$ cat src/design/mpq_pkg.sv
`timescale 1ns / 1ps

package mpq_pkg;

   localparam int VALUE_W  = 31;
   localparam int STATUS_W = 2;
   localparam int COUNT_W  = 4;

   localparam logic [STATUS_W-1:0] STATUS_DONE  = 2'd0;
   localparam logic [STATUS_W-1:0] STATUS_FULL  = 2'd1;
   localparam logic [STATUS_W-1:0] STATUS_EMPTY = 2'd2;

   localparam logic MODE_ENQ = 1'b0;
   localparam logic MODE_DEQ = 1'b1;

   // Commands from the controller to the datapath.
   typedef struct packed {
      logic enqueue;
      logic reply_empty;
      logic scan_start;
      logic scan_read;
      logic release_best;
   } cmd_type;

   // Status from the datapath to the controller.
   typedef struct packed {
      logic empty;
      logic scan_last;
   } stat_type;

endpackage

$ cat src/design/mpq_ctrl.sv
`timescale 1ns / 1ps

module mpq_ctrl
   import mpq_pkg::*;
(
   input  logic     clock,
   input  logic     reset,
   input  logic     start,
   input  logic     req_mode,
   input  stat_type stat,
   output cmd_type  cmd,
   output logic     busy
);

   localparam logic [1:0] ST_IDLE    = 2'd0;
   localparam logic [1:0] ST_SCAN    = 2'd1;
   localparam logic [1:0] ST_FINAL   = 2'd2;
   localparam logic [1:0] ST_RELEASE = 2'd3;

   logic [1:0] state_ff;
   logic [1:0] state_in;

   always_comb begin
      state_in = state_ff;
      cmd      = '0;
      case (state_ff)
         ST_IDLE: begin
            if (start) begin
               if (req_mode == MODE_ENQ) begin
                  cmd.enqueue = 1'b1;
               end else if (stat.empty) begin
                  cmd.reply_empty = 1'b1;
               end else begin
                  cmd.scan_start = 1'b1;
                  state_in       = ST_SCAN;
               end
            end
         end
         ST_SCAN: begin
            cmd.scan_read = 1'b1;
            if (stat.scan_last) begin
               state_in = ST_FINAL;
            end
         end
         // The last slot read is compared in this state.
         ST_FINAL: begin
            state_in = ST_RELEASE;
         end
         ST_RELEASE: begin
            cmd.release_best = 1'b1;
            state_in         = ST_IDLE;
         end
         default: begin
            state_in = ST_IDLE;
         end
      endcase
   end

   always_ff @(posedge clock) begin
      if (reset) begin
         state_ff <= ST_IDLE;
      end else begin
         state_ff <= state_in;
      end
   end

   assign busy = (state_ff != ST_IDLE);

endmodule

$ cat src/design/mpq_dp.sv
`timescale 1ns / 1ps

module mpq_dp
   import mpq_pkg::*;
#(
   parameter int DEPTH = 8
) (
   input  logic                clock,
   input  logic                reset,
   input  cmd_type             cmd,
   input  logic [VALUE_W-1:0]  req_in_value,
   output stat_type            stat,
   output logic                rsp_strobe,
   output logic [STATUS_W-1:0] rsp_status,
   output logic [VALUE_W-1:0]  rsp_out_value,
   output logic [COUNT_W-1:0]  rsp_occupancy
);

   localparam int IDX_W = $clog2(DEPTH);

   logic [VALUE_W-1:0]  slot_mem [DEPTH];

   logic [DEPTH-1:0]    valid_ff, valid_in;
   logic [COUNT_W-1:0]  count_ff, count_in;
   logic [IDX_W-1:0]    scan_idx_ff, scan_idx_in;
   logic [VALUE_W-1:0]  rd_data_ff;
   logic                rd_valid_ff;
   logic [IDX_W-1:0]    rd_idx_ff;
   logic                cmp_en_ff;
   logic                best_found_ff, best_found_in;
   logic [VALUE_W-1:0]  best_value_ff, best_value_in;
   logic [IDX_W-1:0]    best_idx_ff, best_idx_in;
   logic                rsp_strobe_ff, rsp_strobe_in;
   logic [STATUS_W-1:0] rsp_status_ff, rsp_status_in;
   logic [VALUE_W-1:0]  rsp_out_value_ff, rsp_out_value_in;
   logic [COUNT_W-1:0]  rsp_occupancy_ff;

   logic [IDX_W-1:0]    free_idx;
   logic                full;
   logic                take;

   // Lowest-index free slot.
   always_comb begin
      free_idx = '0;
      for (int i = DEPTH - 1; i >= 0; i--) begin
         if (!valid_ff[i]) begin
            free_idx = IDX_W'(i);
         end
      end
   end

   assign full           = &valid_ff;
   assign stat.empty     = ~|valid_ff;
   assign stat.scan_last = (scan_idx_ff == IDX_W'(DEPTH - 1));

   // Strictly greater keeps the lowest index on ties.
   assign take = cmp_en_ff && rd_valid_ff && (!best_found_ff || (rd_data_ff > best_value_ff));

   always_comb begin
      valid_in         = valid_ff;
      count_in         = count_ff;
      scan_idx_in      = scan_idx_ff;
      best_found_in    = best_found_ff;
      best_value_in    = best_value_ff;
      best_idx_in      = best_idx_ff;
      rsp_strobe_in    = 1'b0;
      rsp_status_in    = STATUS_DONE;
      rsp_out_value_in = '0;

      if (cmd.scan_start) begin
         scan_idx_in   = '0;
         best_found_in = 1'b0;
      end
      if (cmd.scan_read) begin
         scan_idx_in = scan_idx_ff + 1'b1;
      end
      if (take) begin
         best_found_in = 1'b1;
         best_value_in = rd_data_ff;
         best_idx_in   = rd_idx_ff;
      end

      if (cmd.enqueue) begin
         rsp_strobe_in = 1'b1;
         if (full) begin
            rsp_status_in = STATUS_FULL;
         end else begin
            valid_in[free_idx] = 1'b1;
            count_in           = count_ff + 1'b1;
         end
      end
      if (cmd.reply_empty) begin
         rsp_strobe_in = 1'b1;
         rsp_status_in = STATUS_EMPTY;
      end
      if (cmd.release_best) begin
         rsp_strobe_in         = 1'b1;
         valid_in[best_idx_ff] = 1'b0;
         count_in              = count_ff - 1'b1;
         rsp_out_value_in      = best_value_ff;
      end
   end

   always_ff @(posedge clock) begin
      if (cmd.enqueue && !full) begin
         slot_mem[free_idx] <= req_in_value;
      end
      rd_data_ff <= slot_mem[scan_idx_ff];
   end

   always_ff @(posedge clock) begin
      rd_valid_ff   <= valid_ff[scan_idx_ff];
      rd_idx_ff     <= scan_idx_ff;
      best_value_ff <= best_value_in;
      best_idx_ff   <= best_idx_in;
      if (rsp_strobe_in) begin
         rsp_status_ff    <= rsp_status_in;
         rsp_out_value_ff <= rsp_out_value_in;
         rsp_occupancy_ff <= count_in;
      end
   end

   always_ff @(posedge clock) begin
      if (reset) begin
         valid_ff      <= '0;
         count_ff      <= '0;
         scan_idx_ff   <= '0;
         cmp_en_ff     <= 1'b0;
         best_found_ff <= 1'b0;
         rsp_strobe_ff <= 1'b0;
      end else begin
         valid_ff      <= valid_in;
         count_ff      <= count_in;
         scan_idx_ff   <= scan_idx_in;
         cmp_en_ff     <= cmd.scan_read;
         best_found_ff <= best_found_in;
         rsp_strobe_ff <= rsp_strobe_in;
      end
   end

   assign rsp_strobe    = rsp_strobe_ff;
   assign rsp_status    = rsp_status_ff;
   assign rsp_out_value = rsp_out_value_ff;
   assign rsp_occupancy = rsp_occupancy_ff;

endmodule

$ cat src/design/max_priority_queue.sv
`timescale 1ns / 1ps

// Bounded max-priority queue of DEPTH slots holding 31-bit unsigned values. An item is
// taken at a rising edge where start is high and busy is low; req_mode 0 enqueues
// req_in_value into the lowest free slot, req_mode 1 removes the largest stored value,
// the lowest-index slot winning on ties. Every item gives exactly one result, shown for
// a single cycle with rsp_strobe high; the receiver cannot stall it, so it must take the
// result in that cycle. rsp_status is done, full (enqueue with every slot taken) or
// empty (dequeue with nothing stored); rsp_out_value carries the removed value and is
// zero otherwise; rsp_occupancy is the count held after the item, kept modulo 16.
// An enqueue, and a dequeue of an empty queue, show their result in the cycle after
// acceptance and busy never rises, so one item per cycle is taken. A dequeue reads the
// slot memory one entry per cycle through a single comparator; busy stays high through
// the scan state, which reads each slot in turn, the final state, which compares the
// last entry read, and the release state, which frees the winning slot. The result
// appears in the cycle in which busy falls, when the next item may already be taken.
// No clearing pass runs after reset; the queue is usable in the first cycle after it.
module max_priority_queue
   import mpq_pkg::*;
#(
   parameter int DEPTH = 8
) (
   input  logic                clock,
   input  logic                reset,
   input  logic                start,
   output logic                busy,
   input  logic                req_mode,
   input  logic [VALUE_W-1:0]  req_in_value,
   output logic                rsp_strobe,
   output logic [STATUS_W-1:0] rsp_status,
   output logic [VALUE_W-1:0]  rsp_out_value,
   output logic [COUNT_W-1:0]  rsp_occupancy
);

   cmd_type  cmd;
   stat_type stat;

   // The controller sequences each item; it sees only whether the queue is empty and
   // where the scan stands.
   mpq_ctrl u_ctrl (
      .clock    (clock),
      .reset    (reset),
      .start    (start),
      .req_mode (req_mode),
      .stat     (stat),
      .cmd      (cmd),
      .busy     (busy)
   );

   // The datapath holds the slot memory, the valid bits, the count, the running
   // maximum of a scan and the result registers.
   mpq_dp #(
      .DEPTH (DEPTH)
   ) u_dp (
      .clock         (clock),
      .reset         (reset),
      .cmd           (cmd),
      .req_in_value  (req_in_value),
      .stat          (stat),
      .rsp_strobe    (rsp_strobe),
      .rsp_status    (rsp_status),
      .rsp_out_value (rsp_out_value),
      .rsp_occupancy (rsp_occupancy)
   );

endmodule

$ cat config.mk
export PLATFORM = sky130hd
export DESIGN_NAME = max_priority_queue
export DESIGN_NICKNAME = d
export VERILOG_FILES = /design/src/design/mpq_pkg.sv /design/src/design/mpq_ctrl.sv /design/src/design/mpq_dp.sv /design/src/design/max_priority_queue.sv
export SDC_FILE = /design/constraint.sdc
export NUM_CORES = 1
export LEC_CHECK = 0
export BUFFER_PORTS_ARGS = -buffer_cell sky130_fd_sc_hd__buf_2
export CORE_AREA = 2 2 212 234
export DETAILED_ROUTE_END_ITERATION = 8
export DIE_AREA = 0 0 214 236
export HOLD_SLACK_MARGIN = 0.03
export PLACE_DENSITY = 0.56
export SYNTH_ARGS = -nofsm -noshare
export SYNTH_HDL_FRONTEND = slang
export SYNTH_SLANG_ARGS = --single-unit
$ cat constraint.sdc
create_clock -name clock -period 6.1 [get_ports clock]
set_input_delay 0.305 -clock clock [delete_from_list [all_inputs] [get_ports clock]]
set_output_delay 0.305 -clock clock [all_outputs]
set_load 0.01 [all_outputs]
==> After elaboration in Yosys (flattened, before gate mapping) <==
Memory sizes are Yosys's and may differ from the RTL's. A register that Yosys moved wholly into a read port is not among the register bits.
Index checks and enable logic that the tools add are counted.
{ "word_totals": {"reg_bits": 95, "ram_bits": 248, "input_bits": 35, "output_inout_bits": 39, "wordCells": 97, "memories": 1} }
{ "memory_table": {"columns": ["memory", "depth", "width", "read_ports", "rd_ports_with_merged_regs", "write_ports", "line", "text"], "rows": [
  ["u_dp.slot_mem", 8, 31, 1, 1, 1, "mpq_dp.sv:21", "logic [VALUE_W-1:0] slot_mem [DEPTH];"]
]} }
{ "classes": {"addsub": 3, "order_cmp": 6, "n_eq_ne": 8, "muxes": 44, "bitwise_logic": 4, "n_reduce_logical": 16} }
{ "op_table": {"columns": ["cell", "count"], "rows": [
  ["$mux W3", 12],
  ["$gt A31 B31 Y1", 1],
  ["$mux W8", 3],
  ["$mux W1", 16],
  ["$lt A3 B4 Y1 const B", 3],
  ["$mux W2", 6],
  ["$mux W4", 3],
  ["$and A8 B8 Y8", 1],
  ["$not A8 Y8", 1],
  ["$or A8 B8 Y8", 1],
  ["$pmux W2 S4", 1],
  ["$reduce_and A8 Y1", 1],
  ["$reduce_or A8 Y1", 1],
  ["$demux W1 S3", 2],
  ["$ge A3 B1 Y1 const B", 2],
  ["$ne A2 B2 Y1 const B", 3],
  ["$reduce_bool A2 Y1", 3],
  ["$logic_and A1 B1 Y1", 5],
  ["$add A4 B1 Y4 const B", 1],
  ["$eq A2 B2 Y1 const B", 2],
  ["$reduce_and A4 Y1", 1],
  ["$sub A4 B1 Y4 const B", 1],
  ["$add A3 B1 Y3 const B", 1],
  ["$bmux W1 S3", 1],
  ["other kinds (8)", 9]
]} }

==> Logic depth before layout (Yosys ltp) <==
Gate-level depths: netlist (run 1).
{ "depth": {"ltp_word": 17, "depth_mapped": 8} }

==> Modules after synthesis <==
A second synthesis (run 1) with hierarchy kept.
{ "hier_totals": {"cells_unflattened": 748, "hier_area_um2": 14214.9} }
{ "modules_own_cells": {"columns": ["module", "instances", "cells_each", "area_each_um2", "seq_area_each_um2"], "rows": [
  ["mpq_dp", 1, 722, 14007.2, 10640.2],
  ["mpq_ctrl", 1, 26, 207.7, 40.0]
]} }

==> Worst setup path before layout (run 1) <==
OpenSTA, ideal clock, no wires.
{ "synth_path": {"path_kind": "register to register", "start": "register u_dp.best_value_ff[29]", "end": "register u_dp.best_idx_ff[0], enable pin", "arrival_ns": 3.216, "t_required_ns": 5.664, "path_slack_ns": 2.447, "path_stages_with_launch": 9, "n_path_buf": 0, "synth_period_minus_slack_ns": 3.653, "cell_sequence": "edfxtp_1 -> inv_1 -> ha_1 -> nand4_1 -> nor4_1 -> nand4_1 -> a21oi_1 -> o21ai_0 -> a21oi_1"} }
{ "synth_via": {"elab_chain_cells": 3} }
{ "synth_rtl": {"columns": ["element", "line", "text"], "rows": [
  ["start, declared", "mpq_dp.sv:31", "logic [VALUE_W-1:0] best_value_ff, best_value_in;"],
  ["start signal, assigned", "mpq_dp.sv:114", "best_value_ff <= best_value_in;"],
  ["$gt A31 B31 Y1", "mpq_dp.sv:57", "assign take = cmp_en_ff && rd_valid_ff && (!best_found_ff || (rd_data_ff > best_value_ff));"],
  ["$logic_or A1 B1 Y1", "mpq_dp.sv:57", null],
  ["$logic_and A1 B1 Y1", "mpq_dp.sv:57", null],
  ["end signal, assigned", "mpq_dp.sv:115", "best_idx_ff <= best_idx_in;"],
  ["end, declared", "mpq_dp.sv:32", "logic [IDX_W-1:0] best_idx_ff, best_idx_in;"]
]} }
No other way between the ends.
A chain may end at the register's enable or synchronous reset.

==> Worst setup path after layout (run 1) <==
{ "layout_path": {"start": "register u_dp.best_value_ff[29]", "end": "register u_dp.best_value_ff[20], enable pin"} }
{ "layout_via": {"elab_chain_cells": 3} }
{ "layout_rtl": {"columns": ["element", "line"], "rows": [
  ["$gt A31 B31 Y1", "mpq_dp.sv:57"],
  ["$logic_or A1 B1 Y1", "mpq_dp.sv:57"],
  ["$logic_and A1 B1 Y1", "mpq_dp.sv:57"]
]} }
No other way between the ends.

==> summary.txt, run 1 <==
Worst setup path
  • Worst path max stage delay: 460 ps
  • CP top delay family: compound AO/OA/AOI/OAI gates
  • FF-to-FF setup slack: 3050 ps
  • CP arrival: 3230 ps
  • Crit-path cells: inv_1 -> ha_1 -> nand4_1 -> nor4_1 -> nand4_1 -> a21oi_1 -> o21ai_0 -> a21oi_4 -> buf_4
  • Worst Path Buf+Inv: 2
  • Critical path peak fanout: 22
  • Reg2reg path depth: 9
  • RR Startpoint: u_dp.best_value_ff[29]
  • R2R Path End: u_dp.best_value_ff[20]
  • Critical Path RT: 6290 ps
  • Startpoint Class: flop
  • Critical Path Sink Type: flop
  • CP max-delay cell: a21oi_4
  • Crit Path Category: flop to flop
  • Most frequent CP cell: nand4_1

Place
  • Port Buf Inserts: 73
  • HPWL Detailed: 17.42 mm
  • DP Area: 0.01553 mm²
  • RD Place Congestion: 0.7141
  • Inst Count DP: 1,459

Run
  • Maxcap violations: 0

Route
  • DRT iter0 DRCs: 377
  • Vias/cell: 4.475
  • # DRC: 0
  • Via Count: 6,856
  • Final Routed Wirelength: 30.02 mm
  • Final ANT Viol Nets: 0
  • Routed length per placed instance: 19.60 µm
  • DR pass1 iterations: 4

Power and ir drop
  • P_leak: 0.005680 µW
  • Worst vdd ir: 157.8 µV
  • Combinational Power Share: 12.6%
  • Seq pwr share: 49.6%
  • Clk pwr share: 37.8%
  • Int Power: 4866 µW
  • P_sw: 1487 µW
  • Pwr Density: 376.7 mW/mm²
  • Sw frac: 23.41%

Min path
  • Hold Crit Start: req_in_value[10]
  • Hold EP: u_dp.slot_mem[0][10]
  • WHS Path Cells: 1
  • Hold WC Path Type: primary input to flop

Die
  • Die Ht: 236 µm
  • Top Ports: 74
  • Std cell rows: 85
  • Initial core utilization: 29.54%
  • Chip width: 214 µm
  • Core Footprint: 0.04839 mm²
  • Full die area: 0.05050 mm²

Clock network
  • CTS sink count: 374
  • Clock Pin Slew Worst Setup and Hold Paths: 60 ps
  • Clock Root Buffer: clkbuf_16
  • Worst-Skew Late Latency: 530 ps
  • Post_cts resized: 0
  • Clk buf depth: 3
  • TritonCTS clock tree: built
  • CTS H-Tree Depth: 2
  • Total CTS buffers: 40

Logic synthesis
  • Synth Cell Area: 0.01429 mm²
  • Seq cells post-synth: 374
  • Number of flops mapped to enable cells by yosys: 319
  • Cell taking the most area after synthesis: edfxtp_1
  • Avg Inst Size Synth: 19.14 µm²
  • Area contributors post-synth: edfxtp_1 67%, mux4_2 9.9%, dfxtp_1 7.7%
  • Synth top area share: 67.01%
  • Syn Inst Count: 747
  • Syn_nets: 822
  • Post-synthesis sequential area ratio: 74.71%
  • Synth cell types: 53
  • Syn. warnings: 0
  • Main synth FF type: edfxtp_1
  • Async SR Flop Fraction: 0%

Timing
  • Fmax: 328.1 MHz
  • Setup TNS: 0 ps
  • Final Hold Fails: 0
  • Unrepaired setup endpoints after global routing: no
  • Final number of setup-violating endpoints: 0
  • Worst slew pin tran: 1050 ps
  • Max-slew violation count: 0
  • Worst Clk Skew: 18.77 ps
  • Slew Limit Headroom: 29.99%
  • Min Tclk post-route: 3048 ps
  • Period utilisation layout: 49.96%

Cells and area
  • Nets: 926
  • Final non-filler cell total: 1,532
  • Design Area, Final: 0.01687 mm²
  • Core Util, Final: 34.85%
  • Share of layout cells above drive strength 1: 29.35%
  • Synth-to-Final Area Change: 17.99%

Global route
  • Initial antenna violation count: 4
  • Largest net degree at the start of global routing: 45
  • Overflow after GRT: 0
  • GRT Resource Usage Total: 11.90%
  • Number of global-route vias before repair: 7,116
  • First-pass GRT wire length: 45.27 mm

Outcome
  • Status: completed
-- Yosys cell counts, types with 2 or more instances --
| library cell | number |
|---|---|
| nand4_1 | 7 |
| buf_2 | 9 |
| or3_1 | 2 |
| nand2_1 | 14 |
| edfxtp_1 | 319 |
| a21oi_1 | 17 |
| mux2_2 | 33 |
| a31oi_1 | 2 |
| nor3_1 | 4 |
| nand3_1 | 5 |
| a311oi_1 | 3 |
| buf_1 | 3 |
| a221oi_1 | 3 |
| nor4_1 | 3 |
| o21a_1 | 2 |
| nand3b_1 | 2 |
| nor2b_1 | 8 |
| inv_1 | 40 |
| mux4_2 | 63 |
| xnor2_1 | 3 |
| and2_1 | 32 |
| o21ai_0 | 5 |
| a211oi_1 | 4 |
| ha_1 | 40 |
| clkbuf_1 | 13 |
| dfxtp_1 | 55 |
| mux2i_1 | 2 |
| nor2_1 | 27 |
| a22oi_1 | 3 |
-- worst register-to-register path, cell delays in order, from the launching register on --
cell and delay, ps:
edfxtp_1 340, inv_1 40, ha_1 310, nand4_1 160
nor4_1 410, nand4_1 200, a21oi_1 200, o21ai_0 180
a21oi_4 460, buf_4 400
-- worst max path at each step --
stage | startpoint | end | slack, ps | cells after the start
finish | u_dp.best_value_ff[29] | u_dp.best_value_ff[20] | 3050 | 9
global route | u_dp.best_value_ff[30] | u_dp.best_value_ff[20] | 2830 | 9
CTS | u_dp.best_value_ff[29] | u_dp.best_value_ff[20] | 3030 | 9
detailed placement | u_dp.best_value_ff[29] | u_dp.best_value_ff[22] | 3020 | 9
global placement | u_dp.best_value_ff[29] | u_dp.best_idx_ff[0] | 3150 | 9
floorplan | u_dp.best_value_ff[29] | u_dp.best_idx_ff[0] | 2450 | 8
-- through the flow --
stage	power [µW]	hold slack (ps)	setup slack, ps
2_1_floorplan	3725	354.1	2447
3_3_place_gp	4016	401.8	3152
3_5_place_dp	4031	398.3	3024
4_1_cts	6460	31.45	3027
5_1_grt	6636	45.86	2834
6_report	6353	49.41	3052
-- power groups by stage --
| stage | registers [µW] | clock network (µW) | logic (µW) |
|---|---|---|---|
| after CTS | 3160 | 2470 | 826 |
| after global placement | 3210 | 0 | 809 |
| final | 3150 | 2400 | 801 |
| after floorplan | 3140 | 0 | 588 |
| after detailed placement | 3210 | 0 | 819 |
| after global routing | 3180 | 2570 | 887 |
-- state kept, by name (all words and copies together) (netlist names) --
register / count
u_dp.rsp_strobe: 1
u_dp.rd_idx_ff: 3
u_dp.slot_mem: 248
u_dp.rd_valid_ff: 1
u_dp.rsp_occupancy: 4
u_dp.best_value_ff: 31
u_dp.cmp_en_ff: 1
u_dp.count_ff: 4
u_dp.rsp_out_value: 31
u_dp.best_found_ff: 1
u_dp.rsp_status: 2
u_dp.best_idx_ff: 3
u_dp.scan_idx_ff: 3
u_dp.valid_ff: 8
u_ctrl.state_ff: 2
u_dp.rd_data_ff: 31
-- area by class of cell --
| cell class | count | area (µm²) |
|---|---|---|
| diodes | 1 | 2.502 |
| clock buffers | 60 | 1147 |
| clock inverters | 10 | 162.7 |
| fillers | 4544 | 31520 |
| inverters | 40 | 150.1 |
| multi-input cells | 307 | 3418 |
| flip-flops and latches | 374 | 10690 |
| well taps | 652 | 815.8 |
| repair buffers | 88 | 483.0 |
-- logic make-up (layout without fill, tap and decap cells) --
logic type / count (synthesis) / in the layout / synth area share (%)
flip-flops: 374 / 374 / 74.71
AND/OR/NAND/NOR: 113 / 113 / 4.298
multiplexers: 99 / 99 / 12.85
buffers and inverters: 66 / 198 / 1.864
AO/OA/AOI/OAI: 52 / 52 / 2.591
adder cells (fa/ha/maj): 40 / 40 / 3.501
XOR/XNOR: 3 / 3 / 0.1838
other: 0 / 1 / 0
-- per-layer routing --
layer	global-route usage (%)	wire length, µm	up-vias
met5	0	42	-
met4	3.624	696	6
met3	2.760	1451	51
met2	19.35	14330	132
met1	15.85	13500	3529
li1	-	-	3138
-- cell usage in the layout, fill, tap and decap left out, types with 2 or more instances in the layout --
master,netlist,final
edfxtp_1,319,319
buf_2,9,73
mux4_2,63,63
dfxtp_1,55,52
clkbuf_16,0,41
inv_1,40,40
ha_1,40,40
mux2_2,33,33
and2_1,32,32
nor2_1,27,20
a21oi_1,17,16
nand2_1,14,14
clkbuf_1,13,14
buf_4,0,13
nor2b_1,8,8
nor2_4,0,8
nand4_1,7,7
o21ai_0,5,5
nand3_1,5,5
clkbuf_8,0,5
a211oi_1,4,4
nor3_1,4,4
bufinv_16,0,4
a221oi_1,3,3
nor4_1,3,3
a22oi_1,3,3
xnor2_1,3,3
a311oi_1,3,3
clkinv_2,0,3
nand3b_1,2,2
mux2i_1,2,2
a31oi_1,2,2
o21a_1,2,2
dlygate4sd3_1,0,2
dfxtp_2,0,2
-- timing repair --
action                                 in CTS  in global routing
hold buffers                                2                  0
endpoints found under the hold margin      16                  0
buffers inserted                            0                  0
No activity file was read; power rests on OpenSTA's default activity.
==> inputs of run 2 (changes only) <==
Settings changed: ABC_AREA set to 1, CORE_AREA 2 2 212 234 to 2 2 215 238, DIE_AREA 0 0 214 236 to 0 0 217 240, PLACE_DENSITY 0.56 to 0.57.
Clock period 6.1 ns to 2.8 ns, I/O delays scaled along.
==> run 2 against run 1 <==
  * Synthesized cell count grew 61%
  * Largest cell class unchanged
  * Largest power group unchanged
  * Highest routed layer unchanged
  * Critical endpoint is now u_dp.best_value_ff[8]
  * Flip-flop and latch count unchanged
  * First-iteration DRC count increased by 45%
==> summary.txt, run 2 <==
Outcome
  • Status: completed

Power and ir drop
  • P_leak: 0.006600 µW
  • Pwr Density: 824.3 mW/mm²
  • Sw frac: 27.84%
  • Clk pwr share: 32.6%
  • Pwr Total: 14,460 µW
  • Combinational Power Share: 18.8%
  • Worst vdd ir: 491.9 µV
  • Int Power: 10,430 µW
  • P_sw: 4025 µW
  • Seq pwr share: 48.7%

Logic synthesis
  • Async SR Flop Fraction: 0%
  • Number of flops mapped to enable cells by yosys: 319
  • Cell taking the most area after synthesis: edfxtp_1
  • Syn. warnings: 0
  • Main synth FF type: edfxtp_1
  • Syn_nets: 1,278
  • Synth Cell Area: 0.01471 mm²
  • Synth cell types: 40
  • Most frequent cells after synthesis: 319 x edfxtp_1, 258 x nor2_1, 135 x o21ai_0
  • Post-synthesis sequential area ratio: 72.61%
  • Seq cells post-synth: 374
  • Avg Inst Size Synth: 12.23 µm²
  • Synth top area share: 65.12%
  • Syn Inst Count: 1,203
  • Area contributors post-synth: edfxtp_1 65%, dfxtp_1 7.5%, nor2_1 6.6%
  • Most numerous cell in the Yosys netlist: edfxtp_1

Min path
  • Hold WC Path Type: flop to flop
  • Hold Crit Start: u_dp.rd_idx_ff[2]

Cells and area
  • Commonest non-fill, non-tap cell in the layout: edfxtp_1
  • Nets: 1,394
  • Area of the multi-input gates: 0.003426 mm²
  • FF+latch area: 0.01069 mm²
  • Number of flip-flops in the largest register: 248
  • Synth-to-Final Area Change: 19.24%
  • Most frequent cells in the layout: 319 x edfxtp_1, 250 x nor2_1, 135 x o21ai_0
  • Design Area, Final: 0.01754 mm²
  • Biggest register: u_dp.slot_mem
  • Share of layout cells above drive strength 1: 13.69%
  • Filler cells: 4,890

Clock network
  • Worst-Skew Late Latency: 510 ps
  • Total CTS buffers: 36
  • TritonCTS clock tree: built
  • CTS Hold Bufs: 34
  • Post_cts resized: 0
  • CTS sink count: 374
  • Setup Fix Bufs, Post-CTS: 0
  • CTS H-Tree Depth: 2
  • Clock Root Buffer: clkbuf_16
  • Clk buf depth: 3
  • Clock Pin Slew Worst Setup and Hold Paths: 60 ps

Global route
  • Initial antenna violation count: 4
  • Largest net degree at the start of global routing: 76
  • Number of global-route vias before repair: 8,755
  • Met2 usage: 21.02%
  • Overflow after GRT: 0
  • Met1 usage in global routing: 15.16%
  • GRT Resource Usage Total: 11.96%
  • Met3 Usage GRT: 2.037%
  • GR peak layer: met2
  • First-pass GRT wire length: 49.08 mm

Worst setup path
  • FF-to-FF setup slack: 610 ps
  • RR Startpoint: u_dp.best_value_ff[30]
  • Critical Path Sink Type: flop
  • Critical Path RT: 3000 ps
  • Startpoint Class: flop
  • CP startpoint: u_dp.best_value_ff[30]
  • Critical path peak fanout: 16
  • Reg2reg path depth: 15
  • CP endpoint: u_dp.best_value_ff[8]
  • CP arrival: 2400 ps
  • Crit Path Category: flop to flop
  • R2R Path End: u_dp.best_value_ff[8]

Route
  • Routed length per placed instance: 15.55 µm
  • Vias/cell: 4.398
  • Final Routed Wirelength: 31.19 mm
  • # DRC: 0
  • Final ANT Viol Nets: 0
  • DR pass1 iterations: 5
  • Via Count: 8,823
  • DRT iter0 DRCs: 545

Timing
  • Worst slew pin tran: 535.8 ps
  • Setup TNS: 0 ps
  • Min Hold Slack: 407.3 ps
  • Unrepaired setup endpoints after global routing: no
  • Max-slew violation count: 0
  • Min Tclk post-route: 2194 ps
  • Period utilisation layout: 78.35%
  • Final worst slack: 606.3 ps
  • Slew Limit Headroom: 64.28%
  • Final Hold Fails: 0
  • Fmax: 455.8 MHz
  • Final number of setup-violating endpoints: 0
  • Worst Clk Skew: 9.548 ps

Die
  • Chip width: 217 µm
  • Core Footprint: 0.04971 mm²
  • Top Ports: 74
  • Full die area: 0.05208 mm²
  • Die Ht: 240 µm
  • Std cell rows: 86
  • Initial core utilization: 29.59%

Place
  • DP Area: 0.01604 mm²
  • HPWL Detailed: 19.22 mm
  • RD Place Congestion: 0.7588
  • Setup WS pre-CTS: 578.7 ps
  • Port Buf Inserts: 73

Run
  • Maxcap violations: 0
## run 2: changes by cell type in the layout (fill, tap and decap cells not counted), moves of 33 or more
cell / delta
o21ai_0: +130
mux2_2: -33
mux4_2: -63
nor2_1: +230
nand2_1: +91
inv_1: +66
## run 2: worst min-delay path by stage
| stage | endpoint | cells after the start | slack, ps |
|---|---|---|---|
| 2_1_floorplan | u_dp.slot_mem[0][0] | 0 | 240 |
| 3_3_place_gp | u_dp.best_idx_ff[1] | 0 | 390 |
| 3_5_place_dp | u_dp.best_idx_ff[0] | 0 | 390 |
| 4_1_cts | u_dp.best_idx_ff[0] | 0 | 410 |
| 5_1_grt | u_dp.best_idx_ff[0] | 0 | 410 |
| 6_report | u_dp.best_idx_ff[2] | 0 | 410 |
## run 2: area by class of cell
type | count | share of cell area, %
Antenna cell | 2 | 0.02853
Clock buffer | 49 | 5.878
Clock inverter | 14 | 0.6777
Inverter | 111 | 2.376
Multi-Input combinational cell | 664 | 19.53
Sequential cell | 374 | 60.92
Tap cell | 660 | 4.708
Timing Repair Buffer | 132 | 5.878
## run 2: cell families (layout without fill, tap and decap cells)
logic type               after synthesis  in the layout  synth area share (%)
XOR/XNOR                               3              3                0.2297
AO/OA/AOI/OAI                        235            235                 8.881
buffers and inverters                165            306                 4.542
other                                  0              2                     0
adder cells (fa/ha/maj)               40             40                 3.403
flip-flops                           374            374                 72.61
AND/OR/NAND/NOR                      386            386                 10.34
## run 2: power by group through the flow
stage               logic (µW)  clock network, µW  registers (µW)
floorplan                 1770                  0            7120
global placement          2680                  0            7140
detailed placement        2730                  0            7160
CTS                       2780               4830            7040
global route              3110               5020            7100
finish                    2720               4710            7030
## run 2: per-stage QoR
stage	utilization (%)	instances
global route	35.28	2006
detailed placement	32.27	1907
floorplan	-	1203
finish	35.28	2006
CTS	35.27	2004
global placement	32.27	1907
## run 2: layer usage
metal / up-vias / part of all wire [%]
li1: 4410 / -
met2: 145 / 49
met5: - / 0.067
met3: 49 / 4.1
met1: 4215 / 44
met4: 4 / 1.9
## run 2: critical path, stage by stage, from the launching register on
cell,delay (ps)
edfxtp_1,340
inv_1,50
ha_1,290
nand2_1,90
nor2_2,130
nand2_1,80
nor2_2,140
nand2_1,70
nor2_1,80
nand2_1,50
nand2_1,50
nand2_1,50
nand2_1,50
nand2_1,70
inv_1,100
buf_4,250
==> inputs of run 3 (changes only) <==
Clock period 2.8 ns to 1.8 ns, I/O delays scaled along.
==> run 3 against run 2 <==
  * The flow now finishes with violations (setup timing)
  * Flip-flop and latch count stayed put
  * Total power up 65%
  * Non-clock buffer count increased by 74
  * Critical path depth down 2
  * Die area stayed put
  * Clock power up 68%
  * Clock-buffer cell count is 1 higher
  * Via count rose by 4.6%
  * Critical path type unchanged
==> summary.txt, run 3 (same netlist as run 2, synthesis figures left out) <==
Global route
  • GRT Resource Usage Total: 12.25%
  • Largest net degree at the start of global routing: 54
  • Initial antenna violation count: 1
  • Number of global-route vias before repair: 8,857
  • First-pass GRT wire length: 49.94 mm
  • Overflow after GRT: 0

Power and ir drop
  • P_leak: 0.007107 µW
  • Pwr Total: 23,790 µW
  • Pwr Density: 1271 mW/mm²
  • Worst vdd ir: 608.6 µV

Run
  • Maxcap violations: 0

Worst setup path
  • R2R Path End: u_dp.best_value_ff[30]
  • CP max-delay cell: edfxtp_1
  • RR Startpoint: u_dp.best_value_ff[10]
  • Startpoint Class: flop
  • Reg2reg path depth: 13
  • Crit Path Category: flop to flop
  • FF-to-FF setup slack: -360 ps
  • Crit-path cells: inv_1 -> ha_4 -> a21oi_1 -> nand2_2 -> a21oi_2 -> nand2_2 -> nand2_1 -> nand2_1 -> nand2_1 -> nand2_1 -> nand2_2 -> clkinvlp_4 -> buf_12
  • Critical Path Sink Type: flop
  • Critical path peak fanout: 15
  • Most frequent CP cell: nand2_1
  • Worst path max stage delay: 410 ps
  • Critical Path RT: 2100 ps
  • CP arrival: 2450 ps

Cells and area
  • Most frequent cells in the layout: 319 x edfxtp_1, 245 x nor2_1, 135 x o21ai_0
  • Synth-to-Final Area Change: 27.28%
  • Share of layout cells above drive strength 1: 21.93%
  • Nets: 1,469
  • Commonest non-fill, non-tap cell in the layout: edfxtp_1
  • ANT cells: 0
  • Final non-filler cell total: 2,083
  • Biggest register: u_dp.slot_mem
  • Number of flip-flops in the largest register: 248

Place
  • Setup WS pre-CTS: -362.4 ps
  • Inst Count DP: 1,967
  • HPWL Detailed: 20.51 mm
  • RD Place Congestion: 0.7691
  • Port Buf Inserts: 73

Timing
  • Min Tclk post-route: 2158 ps
  • Min Hold Slack: 79.90 ps
  • Slew Limit Headroom: 77.20%
  • Worst Clk Skew: 25.48 ps
  • Final Hold Fails: 0
  • Fmax: 463.4 MHz
  • Unrepaired setup endpoints after global routing: yes
  • Final number of setup-violating endpoints: 34
  • Final worst slack: -358.0 ps
  • Setup TNS: -11,890 ps
  • Max-slew violation count: 0
  • Worst slew pin tran: 340.4 ps
  • Period utilisation layout: 119.9%

Route
  • DR pass1 iterations: 5
  • Via Count: 9,228
  • Vias/cell: 4.430
  • DRT iter0 DRCs: 785
  • Routed length per placed instance: 15.60 µm
  • # DRC: 0
  • Final Routed Wirelength: 32.49 mm
  • Final ANT Viol Nets: 0

Die
  • Initial core utilization: 29.59%
  • Full die area: 0.05208 mm²
  • Std cell rows: 86
  • Die Ht: 240 µm
  • Chip width: 217 µm
  • Top Ports: 74
  • Core Footprint: 0.04971 mm²

Outcome
  • Failing checks: setup timing
  • Status: finished with violations

Clock network
  • CTS H-Tree Depth: 2
  • Worst-Skew Late Latency: 550 ps
  • Clock Root Buffer: clkbuf_16
  • TritonCTS clock tree: built
  • CTS sink count: 374
  • Clk buf depth: 3
  • Total CTS buffers: 37
  • Clock Pin Slew Worst Setup and Hold Paths: 70 ps

Min path
  • WHS Path Cells: 5
  • Hold WC Path Type: primary input to flop
  • Hold EP: u_ctrl.state_ff[1]
  • Hold Crit Start: req_mode
run 3: cell types whose count changed in the layout (fill, tap and decap cells not counted), sizes merged:
cell         change
buf             +71
clkbuf           +6
clkinvlp         +4
bufinv           +2
clkinv           -2
diode            -2
dlygate4sd3      -2
run 3: worst max-delay path: cells and delay by family (launching register included):
kind	cells	cell delay, ps
flip-flops	1	410
AO/OA/AOI/OAI	2	300
buffers and inverters	3	540
AND/OR/NAND/NOR	7	460
adder cells (fa/ha/maj)	1	200
run 3: report_power, final:
group | internal [µW] | leakage, µW | switching, µW | total (µW)
Clock | 4670 | 0.000615 | 3240 | 7900
Sequential | 10500 | 0.00337 | 440 | 10900
Combinational | 1960 | 0.00312 | 3020 | 4980
run 3: per-stage QoR:
step / area, µm² / util [%]
detailed placement: 16730 / 33.65
global route: 18720 / 37.66
global placement: 16730 / 33.65
floorplan: 14810 / -
CTS: 18320 / 36.84
finish: 18720 / 37.66
run 3: routing by layer:
layer	global-route usage (%)	up-vias	part of all wire [%]
li1	-	4564	-
met1	16.00	4422	43
met2	20.92	189	50
met3	1.999	51	4.7
met4	3.611	2	2.3
met5	0	-	0.040
run 3: cell type report:
cell class | instances | area, µm²
fill | 4790 | 30990
sequential | 374 | 10700
multi-input combinational | 664 | 3638
timing repair buffer | 206 | 1882
clock buffer | 50 | 1036
tap | 660 | 825.8
inverter | 111 | 424.2
clock inverter | 18 | 220.2
run 3: worst max-delay path by stage:
stage / start / to / slack [ps]
floorplan: u_dp.best_value_ff[6] / u_dp.best_idx_ff[0] / -360
global placement: u_dp.best_value_ff[12] / u_dp.best_value_ff[7] / -350
detailed placement: u_dp.best_value_ff[6] / u_dp.best_value_ff[8] / -360
CTS: u_dp.best_value_ff[30] / u_dp.best_value_ff[12] / -330
global route: u_dp.best_value_ff[12] / u_dp.best_value_ff[28] / -530
finish: u_dp.best_value_ff[10] / u_dp.best_value_ff[30] / -360
run 3: what timing repair did:
item	in CTS	in global routing
resized for setup	1	42
setup endpoints to repair	35	113
cloned	0	5
buffers inserted	1	10
hold buffers	32	0
hold endpoints to repair	254	0
pin swaps	0	10
